===== config.mk =====
export PLATFORM = sky130hd
export DESIGN_NAME = biu_ram
export DESIGN_NICKNAME = d
export VERILOG_FILES = /design/src/hw/rtl/biu_ram.sv
export SDC_FILE = /design/constraint.sdc
export NUM_CORES = 2
export LEC_CHECK = 0
export BUFFER_PORTS_ARGS = -buffer_cell sky130_fd_sc_hd__buf_2
export CAP_MARGIN = 15
export CELL_PAD_IN_SITES_DETAIL_PLACEMENT = 1
export CELL_PAD_IN_SITES_GLOBAL_PLACEMENT = 2
export CORE_ASPECT_RATIO = 1.1
export CORE_MARGIN = 3
export CORE_UTILIZATION = 50
export CTS_CLUSTER_SIZE = 14
export DETAILED_ROUTE_END_ITERATION = 7
export GPL_ROUTABILITY_DRIVEN = 0
export PLACE_DENSITY = 0.8
export SYNTH_ARGS = -nofsm -noshare
export SYNTH_HDL_FRONTEND = slang
export SYNTH_SLANG_ARGS = --single-unit

===== constraint.sdc =====
create_clock -name clk -period 2.7 [get_ports clk]
set_input_delay 0.54 -clock clk [delete_from_list [all_inputs] [get_ports clk]]
set_output_delay 0.54 -clock clk [all_outputs]
set_load 0.01 [all_outputs]

===== src/hw/rtl/biu_ram.sv =====
// ---------------------------------------------------------------------------
// biu_ram
// Generic single-port-write, registered-read RAM.
// ---------------------------------------------------------------------------
module biu_ram #(
	parameter int WIDTH = 12,
	parameter int DEPTH = 256
) (
	input  logic                     clk,
	input  logic                     we,
	input  logic [$clog2(DEPTH)-1:0] waddr,
	input  logic [WIDTH-1:0]         wdata,
	input  logic [$clog2(DEPTH)-1:0] raddr,
	output logic [WIDTH-1:0]         rdata
);

	logic [WIDTH-1:0] mem [DEPTH];

	// write port and registered read
	always_ff @(posedge clk) begin
		if (we) begin
			mem[waddr] <= wdata;
		end
		rdata <= mem[raddr];
	end

endmodule


==> summary.txt <==
Status
  – Status: completed

Final layout
  – Most frequent cells in the layout: 3072 x edfxtp_1, 780 x buf_4, 636 x mux4_2
  – Non-filler cells, final: 9816
  – Area delta synth->final: 17.9%
  – Nets: 6483
  – Fraction of layout cells with a size suffix above 1: 0.316
  – Most common library cell in the layout ignoring fill and taps: edfxtp_1

Hold path
  – HP Start: wdata[0]
  – Hold Crit Endpoint: mem[136][0]
  – Hold crit path type: primary input to flip-flop
  – Hold depth: 1

Pwr
  – Peak VDD IR: 0.000690 V
  – Psw: 0.0221 W
  – Logic pwr share: 0.058
  – Clock power share: 0.422
  – P_int: 0.0798 W
  – Leak: 45.3 nW
  – Sw Share: 0.217
  – Pwr per Cell Area: 728 nW/um^2
  – Flop pwr share: 0.519

CTS
  – CTS tree: yes
  – Clk Latency, worst-skew pair: 0.89 ns
  – CTS Buf Count: 313
  – Clk buf depth: 4
  – Post-CTS Setup Bufs: 0
  – H-tree depth: 5
  – Clock transition at path regs: 0.06 ns
  – Clock sink total: 3084
  – CTS root buffer: clkbuf_16

Logic synthesis
  – Netlist cell types: 61
  – Mux cell area share after synthesis: 0.143
  – Cell Area, Synth: 119000 sq um
  – Async set-or-reset flop fraction in the synthesized netlist: 0
  – Largest cells by area after synthesis: edfxtp_1 78%, mux4_2 12%, mux2i_1 1.9%, a22oi_1 1.4%, nor2_1 0.96%
  – Synth Area in XOR/XNOR: 0
  – Register area share after synthesis: 0.780
  – Net count after synthesis: 5536
  – Post-synthesis register bit count: 3084
  – Synth warn: 0
  – Post-synthesis cell count: 5506
  – Post-synth top flop: edfxtp_1
  – Synth area leader: edfxtp_1
  – Post-Synth Adder-Cell Area: 0
  – Largest family of logic cells by synthesized area: multiplexers
  – Compound-cell area share of the yosys netlist: 0.0375
  – Number of flops mapped to enable cells by yosys: 3072
  – Synth Area in Simple Gates: 0.0217
  – Post-synth top area share: 0.778
  – Syn Area/Cell: 21.5 sq um

Worst setup path
  – Startpoint types: primary input
  – R2r setup slk: 0.05 ns
  – CP Class: primary input to flip-flop
  – CP endpoint kind: flip-flop
  – R2R depth: 7
  – Worst Path Max Fanout: 18
  – R2R Path Start: mem[247][0]
  – RR Endpoint: rdata[0]
  – Crit path DAT: 3.47 ns
  – Worst EP required: 3.49 ns

Floorplanning
  – Initial core utilization: 0.505
  – Die ar.: 243000 sq um
  – Core box area: 235000 sq um
  – Site Rows: 186
  – Width of the die: 470 microns
  – Boundary pin count: 42
  – Die height: 517 microns

GRT
  – First-pass GRT wire length: 506 mm
  – GRT overflow: 0
  – Vias in the first global route: 67000
  – Pin count of the biggest net entering global routing: 106
  – Initial antenna violation count: 17
  – GRT Util Overall: 0.290

Timing
  – Period minus WS final: 2.69 ns
  – Setup violators final: 0
  – FMAX: 0.372 GHz
  – Clock skew: 0.0509 ns
  – Worst-margin pin slew: 1.07 ns
  – Part of the cycle the worst path needs: 0.995
  – Final hold vios: 0
  – Slew HR: 0.285
  – Hold slack: 0.0670 ns
  – Slew Viols, Final: 0

Drt
  – Final ANT Viol Nets: 0
  – Final wirelength: 355 mm
  – Routed WL per cell: 36.1 microns
  – DR iter-0 viols: 9130
  – Vias per cell: 6.52
  – Vias post-DR: 64000
  – DRT Pass-1 Iters: 6
  – Post-route DRC: 0

Placed design
  – Placed Instances: 9240
  – Buffers on Ports: 41
  – Dpl hpwl: 222 mm

Flow run
  – Maxcap violations: 0
==> layout make-up <==
cell class	instances	area [sq um]
Multi-Input combinational cell	2081	24200
Clock inverter	169	1530
Sequential cell	3084	92500
Fill cell	19500	95000
Antenna cell	18	45.0
Tap cell	3102	3880
Timing Repair Buffer	970	9230
Clock buffer	389	8450
Inverter	3	11.3
==> synth_stat cells, types with 19 or more instances <==
cell and instances:
mux2_2 28, a22o_1 19, nor2_1 302, nand3_1 32
buf_2 72, nor4_1 34, nor2b_1 37, edfxtp_1 3072
nand2_1 45, a21oi_1 121, o21ai_0 34, nor3_1 33
a221oi_1 19, buf_6 35, mux4_2 636, o22ai_1 88
a22oi_1 215, mux2i_1 223, buf_4 33, o221ai_1 53
clkbuf_1 153, a211oi_1 20
==> power by group through the flow <==
stage               Combinational [W]  Sequential [W]  Clock (W)
finish                        0.00594          0.0529     0.0430
global route                  0.00617          0.0529     0.0455
CTS                           0.00588          0.0529     0.0434
detailed placement            0.00579          0.0539          0
global placement              0.00559          0.0539          0
floorplan                     0.00253          0.0538          0
==> sequential cells by signal, summed over array words and instances (netlist names) <==
signal	count
rdata	12
mem	3072
==> cells by family (layout without fill, tap and decap cells) <==
group	after synthesis	count (layout)
AO/OA/AOI/OAI	637	637
flip-flops	3084	3084
multiplexers	894	894
other	0	18
buffers and inverters	341	1531
AND/OR/NAND/NOR	550	550
==> worst max-delay path by stage <==
stage               startpoint           to  slack (ns)  cells past startpoint
finish                raddr[2]     rdata[4]        0.01                     10
global route          raddr[0]     rdata[4]       -0.02                     11
CTS                   raddr[0]     rdata[8]        0.01                     11
detailed placement    raddr[0]     rdata[5]       -1.51                     11
global placement      raddr[0]     rdata[9]       -1.47                      8
floorplan             waddr[3]  mem[235][0]        0.17                      6
==> metal layers <==
metal / vias to the layer above / global-route usage / wire length, microns
met5: - / 0 / 80
met1: 34200 / 0.392 / 131000
met3: 745 / 0.0475 / 31800
met4: 12 / 0.131 / 17800
met2: 3851 / 0.471 / 174000
li1: 25200 / - / -
==> metrics by stage <==
| stage | setup WS [ns] | power (W) | setup TNS [ns] | cell area (sq um) | util |
|---|---|---|---|---|---|
| CTS | 0.0147 | 0.102 | 0 | 140000 | 0.595 |
| finish | 0.0145 | 0.102 | 0 | 140000 | 0.595 |
| global route | -0.0210 | 0.105 | -0.0298 | 140000 | 0.595 |
| global placement | -1.47 | 0.0595 | -12.53 | 130000 | 0.552 |
| detailed placement | -1.51 | 0.0597 | -12.37 | 130000 | 0.552 |
| floorplan | 0.169 | 0.0564 | 0 | 119000 | - |
==> worst max-delay path: stages <==
cell	delay (ns)
buf_4	0.23
buf_12	0.23
nor2b_4	0.37
buf_4	0.28
buf_4	0.26
a22oi_1	0.10
a21oi_1	0.70
nor4_1	0.22
buf_4	0.22
nor4b_2	0.25
==> what timing repair did <==
action / CTS / global route
setup endpoints to repair: 8 / 7
pin swaps: 0 / 2
gates resized for setup: 18 / 9
hold endpoints to repair: 1 / 0
hold buffers: 1 / 0
Note: power is estimated with default switching activity, not from simulation.
