<file path="src/hw/rtl/biu_pkg.sv">
// ---------------------------------------------------------------------------
// biu_pkg
// Shared types and constants of the bicubic upscaler.
// ---------------------------------------------------------------------------
package biu_pkg;

	// configuration register indices
	localparam logic [1:0] REG_SRC_ROWS = 2'd0;
	localparam logic [1:0] REG_SRC_COLS = 2'd1;
	localparam logic [1:0] REG_STEP_X   = 2'd2;
	localparam logic [1:0] REG_STEP_Y   = 2'd3;

	localparam int CFG_W  = 20;
	localparam int STEP_W = 20;
	localparam int PIX_W  = 17;

	// sequencer states
	typedef enum logic [2:0] {
		ST_IDLE,
		ST_READ,
		ST_ROW,
		ST_COL,
		ST_DONE
	} seq_state_t;

	// cubic unit control
	typedef struct packed {
		logic start;
		logic is_col;
	} cub_ctrl_t;

endpackage

</file>
<file path="src/hw/rtl/biu_cubic.sv">
// ---------------------------------------------------------------------------
// biu_cubic
// Multi-cycle Catmull-Rom cubic: one multiply per cycle, registered between.
// ---------------------------------------------------------------------------
module biu_cubic #(
	parameter int IN_W = 22
) (
	input  logic                   clk,
	input  logic                   arst_n,
	input  biu_pkg::cub_ctrl_t     ctrl,
	input  logic signed [IN_W-1:0] p0,
	input  logic signed [IN_W-1:0] p1,
	input  logic signed [IN_W-1:0] p2,
	input  logic signed [IN_W-1:0] p3,
	input  logic [15:0]            t,
	output logic                   done,
	output logic signed [IN_W+3:0] res
);

	// coefficient width: |b| <= 12*max, |a| <= 8*max
	localparam int CW = IN_W + 4;
	localparam int HW = CW + 18;
	localparam int MW = HW + 18;

	logic signed [CW-1:0] a_q, b_q, c_q, p1_q;
	logic signed [MW-1:0] prod_q;
	logic [16:0] t_q;
	logic        col_q;
	logic [2:0]  phase_q;

	logic signed [CW-1:0] a_n, b_n, c_n;
	logic signed [HW-1:0] h_n;
	logic signed [HW-1:0] mul_a;
	logic signed [17:0]   mul_b;
	logic signed [IN_W+23:0] full_v;
	logic signed [IN_W+3:0]  rnd_v;

	assign a_n = CW'(3 * (CW'(p1) - CW'(p2)) + CW'(p3) - CW'(p0));
	assign b_n = CW'(2 * CW'(p0) - 5 * CW'(p1) + 4 * CW'(p2) - CW'(p3));
	assign c_n = CW'(p2) - CW'(p0);

	// floored product of the previous phase
	assign h_n = HW'(prod_q >>> 16);

	// multiplier operands per phase: a*t, then (b<<16+a*t)*t, then (c<<16+h)*t
	always_comb begin
		case (phase_q)
			3'd1: mul_a = HW'(a_q);
			3'd2: mul_a = (HW'(b_q) <<< 16) + HW'(prod_q);
			3'd3: mul_a = (HW'(c_q) <<< 16) + h_n;
			default: mul_a = '0;
		endcase
		mul_b = signed'({1'b0, t_q});
	end

	// final sum and rounding (row to Q.8, column to Q.4)
	always_comb begin
		full_v = ((IN_W+24)'(p1_q) <<< 17) + (IN_W+24)'(h_n);
		if (col_q) begin
			rnd_v = (IN_W+4)'((full_v + (IN_W+24)'(1 <<< 20)) >>> 21);
		end else begin
			rnd_v = (IN_W+4)'((full_v + (IN_W+24)'(1 <<< 8)) >>> 9);
		end
	end

	// sequencing of the shared multiplier
	always_ff @(posedge clk or negedge arst_n) begin
		if (!arst_n) begin
			phase_q <= 3'd0;
			done    <= 1'b0;
		end else begin
			done <= 1'b0;
			case (phase_q)
				3'd0: if (ctrl.start) phase_q <= 3'd1;
				3'd1: phase_q <= 3'd2;
				3'd2: phase_q <= 3'd3;
				3'd3: phase_q <= 3'd4;
				3'd4: begin
					phase_q <= 3'd0;
					done    <= 1'b1;
				end
				default: phase_q <= 3'd0;
			endcase
		end
	end

	// datapath registers
	always_ff @(posedge clk) begin
		if (phase_q == 3'd0 && ctrl.start) begin
			a_q   <= a_n;
			b_q   <= b_n;
			c_q   <= c_n;
			p1_q  <= CW'(p1);
			t_q   <= {1'b0, t};
			col_q <= ctrl.is_col;
		end
		if (phase_q == 3'd1 || phase_q == 3'd2 || phase_q == 3'd3) begin
			prod_q <= mul_a * mul_b;
		end
		if (phase_q == 3'd4) begin
			res <= rnd_v;
		end
	end

endmodule

</file>
<file path="config.mk">
export PLATFORM = sky130hd
export DESIGN_NAME = biu_cubic
export DESIGN_NICKNAME = d
export VERILOG_FILES = /design/src/hw/rtl/biu_pkg.sv /design/src/hw/rtl/biu_cubic.sv
export SDC_FILE = /design/constraint.sdc
export NUM_CORES = 2
export LEC_CHECK = 0
export ABC_AREA = 1
export BUFFER_PORTS_ARGS = -buffer_cell sky130_fd_sc_hd__buf_2
export CORE_MARGIN = 5
export CORE_UTILIZATION = 40
export DETAILED_ROUTE_END_ITERATION = 10
export GPL_TIMING_DRIVEN = 1
export PLACE_DENSITY = 0.6
export SLEW_MARGIN = 20
export SYNTH_ARGS = -nofsm -noshare
export SYNTH_HDL_FRONTEND = slang
export SYNTH_SLANG_ARGS = --single-unit
</file>
<file path="constraint.sdc">
create_clock -name clk -period 22.6 [get_ports clk]
set_clock_uncertainty 0.1 [all_clocks]
set_input_delay 3.39 -clock clk [delete_from_list [all_inputs] [get_ports clk]]
set_output_delay 3.39 -clock clk [all_outputs]
set_load 0.02 [all_outputs]
</file>
==> flow_metrics.py <==
metrics = {
    "run_status": {
        "outcome": "finished clean",
    },
    "routing": {
        "first_pass_iters": 6,
        "wire_per_inst_um": 19.7,
        "drtIter0Drc": 3091,
        "route.detailed.drc": 0,
        "vias": 37400,
        "drt-total-wl_um": 144000,
        "drt-vias-per-instance": 5.13,
        "route.antenna.remaining_nets": 0,
    },
    "worst_setup_path": {
        "critical-path-slowest-cell": "nand3_1",
        "cp_slowest_stage_delay_ns": 0.72,
        "path_common_cell": "inv_1",
        "cp.buffers_inverters": 8,
        "crit_family": "adder cells",
        "cp_data_arrival_time_ns": 9.73,
        "crit_required_ns": 22.82,
        "end_kind": "flop",
        "start_kind": "flop",
        "path_class": "flop to flop",
        "r2r_setup_slack_ns": 13.09,
        "critPathMaxFanout": 16,
        "reg2reg_from": "prod_q[16]",
        "critPathLaunch": "prod_q[16]",
    },
    "placement": {
        "dp.final_hpwl_um": 121000,
        "place_congestion": 0.946,
        "portBuffers": 134,
    },
    "grt": {
        "grt-ovfl-total": 0,
        "grt_use_met1_pct": 33.8,
        "grt_pass1_vias": 38600,
        "use_met2_pct": 40.1,
        "grt_antenna_before_repair": 3,
        "grt.total_usage_pct": 23.9,
        "grt_pass1_wl_um": 226000,
        "grt_max_degree": 71,
        "grtUsageMet3_pct": 2.63,
        "grt-busiest-layer": "met2",
    },
    "synth": {
        "ys.flop_type": "edfxtp_1",
        "synth_area_um2": 45400,
        "synth-edff-count": 200,
        "yosys-top-cells-area": "fa_1 34%, edfxtp_1 13%, inv_1 11%, nand2_1 11%, ha_1 11%",
        "synthesis.nets": 6969,
        "synth_seq_cells": 204,
        "synth_top_cell_by_area": "fa_1",
        "synth_top_area_share_pct": 34.0,
        "synth-seq-area-share_pct": 13.5,
        "ys_warn_count": 0,
        "syn_inst": 5702,
        "yosysUniqueCellTypes": 58,
        "avgSynthCellArea_um2": 7.96,
        "synth-async-reset-ratio_pct": 1.96,
    },
    "die": {
        "core-area_um2": 112000,
        "die_h_um": 347,
        "ios": 135,
        "die_area_um2": 120000,
        "num_rows": 123,
        "die_x_um": 347,
        "start_util_pct": 40.3,
    },
    "clocking": {
        "cts_root_buf": "clkbuf_16",
        "cts_max_level": 1,
        "cts_buffers": 27,
        "cts.sinks": 204,
        "clock_latency_ns": 0.61,
        "cts_resized": 0,
        "cts_buffer_depth": 3,
        "postCtsSetupBuffers": 0,
        "clkTransAtPathRegs_ns": 0.06,
        "cts-hold-fix-buffers": 0,
        "cts_tree": "yes",
    },
    "hold_path": {
        "holdCritPathClass": "flop to flop",
        "worst_hold_startpoint": "phase_q[0]",
    },
    "finish": {
        "area_delta_synth_final_pct": 7.33,
        "n_antenna_cell": 0,
        "drive_gt1_share_pct": 4.78,
        "fill_cells": 11500,
        "fin_nets": 7045,
    },
    "timing": {
        "setup_viol": 0,
        "post-route-period-util_pct": 42.1,
        "fin_crit_ns": 9.51,
        "rsz0062_at_grt": "false",
        "relSlewSlack_pct": 27.0,
        "clock.fmax_ghz": 0.105,
        "worst_pin_slew_ns": 1.09,
        "drv_slew": 0,
        "hold_viol": 0,
        "tns_ns": 0,
    },
    "flow_run": {
        "maxCapViolCount": 0,
    },
}
flip-flops by register name, indices dropped and copies added, names as in the netlist:
signal / count
b_q: 26
prod_q: 60
t_q: 16
col_q: 1
p1_q: 22
phase_q: 3
res: 26
c_q: 23
done: 1
a_q: 26
cell families (layout without fill, tap and decap cells):
| kind of cell | count (synthesis) | after routing | synth area share, % |
|---|---|---|---|
| simple gates | 2041 | 2041 | 18.4 |
| buf+inv | 1512 | 1609 | 12.6 |
| fa+ha+maj | 1159 | 1159 | 44.7 |
| flops | 204 | 204 | 13.5 |
| xor+xnor | 165 | 165 | 3.22 |
| compound gates | 621 | 621 | 7.63 |
layout by cell type (no fill, tap or decap), drive strengths merged, types with 13 or more instances in the layout:
master  instances
xnor2          62
nor4           16
o211ai         15
a31oi          34
clkinv         16
o21bai         29
nand4          53
fa            771
nand2        1357
xor2          103
inv          1378
ha            388
and2           15
a21oi         286
nor3           46
buf           179
a21o           24
nor2          347
or2            13
clkbuf         29
nand3         177
o21ai         191
edfxtp        200
cell usage after synthesis, drive strengths merged, types with 3 or more instances:
cell type and n:
a211oi 3, a21boi 8, a21o 24, a21oi 286
a221oi 4, a22oi 8, a31oi 34, and2 15
and3 3, buf 37, clkbuf 95, clkinv 7
dfrtp 4, edfxtp 200, fa 771, ha 388
inv 1373, nand2 1357, nand3 177, nand3b 12
nand4 53, nor2 347, nor3 46, nor4 16
o211ai 15, o21a 4, o21ai 191, o21bai 29
o221ai 4, o31ai 3, o32ai 3, or2 13
xnor2 62, xor2 103
final cells by class:
class | count | area [um^2] | share of cell area (%)
multi-input combinational | 3986 | 33600 | 69.0
sequential | 204 | 6110 | 12.5
inverter | 1380 | 5180 | 10.6
tap | 1500 | 1880 | 3.85
timing repair buffer | 179 | 1010 | 2.07
clock buffer | 29 | 683 | 1.40
clock inverter | 21 | 253 | 0.519
metal layers:
metal	share of wire, %	routed length, um
met5	0.0090	13
met4	2.2	3160
met3	6.2	8860
met2	47	67800
met1	45	64200
stage by stage:
step                      hold WS, ns  std cells  setup WS [ns]  instance area, um^2  util, %
after floorplan                 0.437       5702          10.68                45400        -
after global placement          0.527       7249          13.43                47800     42.4
after detailed placement        0.554       7249          13.28                47800     42.4
after CTS                       0.565       7299          13.21                48700     43.3
after global routing            0.603       7299          12.49                48700     43.3
final                           0.570       7299          13.09                48700     43.3
worst register-to-register path: cells and delay by family, from the launching register on:
family	cells	cell delay [ns]
AO/OA/AOI/OAI	4	0.86
XOR/XNOR	1	0.10
adder cells (fa/ha/maj)	9	3.97
buffers and inverters	8	0.65
flip-flops	1	0.38
AND/OR/NAND/NOR	15	3.18
final timing paths:
kind                                    to  cells after the start
worst max register to register  prod_q[56]                     37
worst max-delay path            prod_q[56]                     37
max in group asynchronous             done                      1
worst min-delay path            phase_q[0]                      3
worst min register to register  phase_q[0]                      3
min in group asynchronous       phase_q[2]                      1
Power is not shown: default switching activity piles up to over one toggle a cycle in this logic, so the estimate is an artifact.
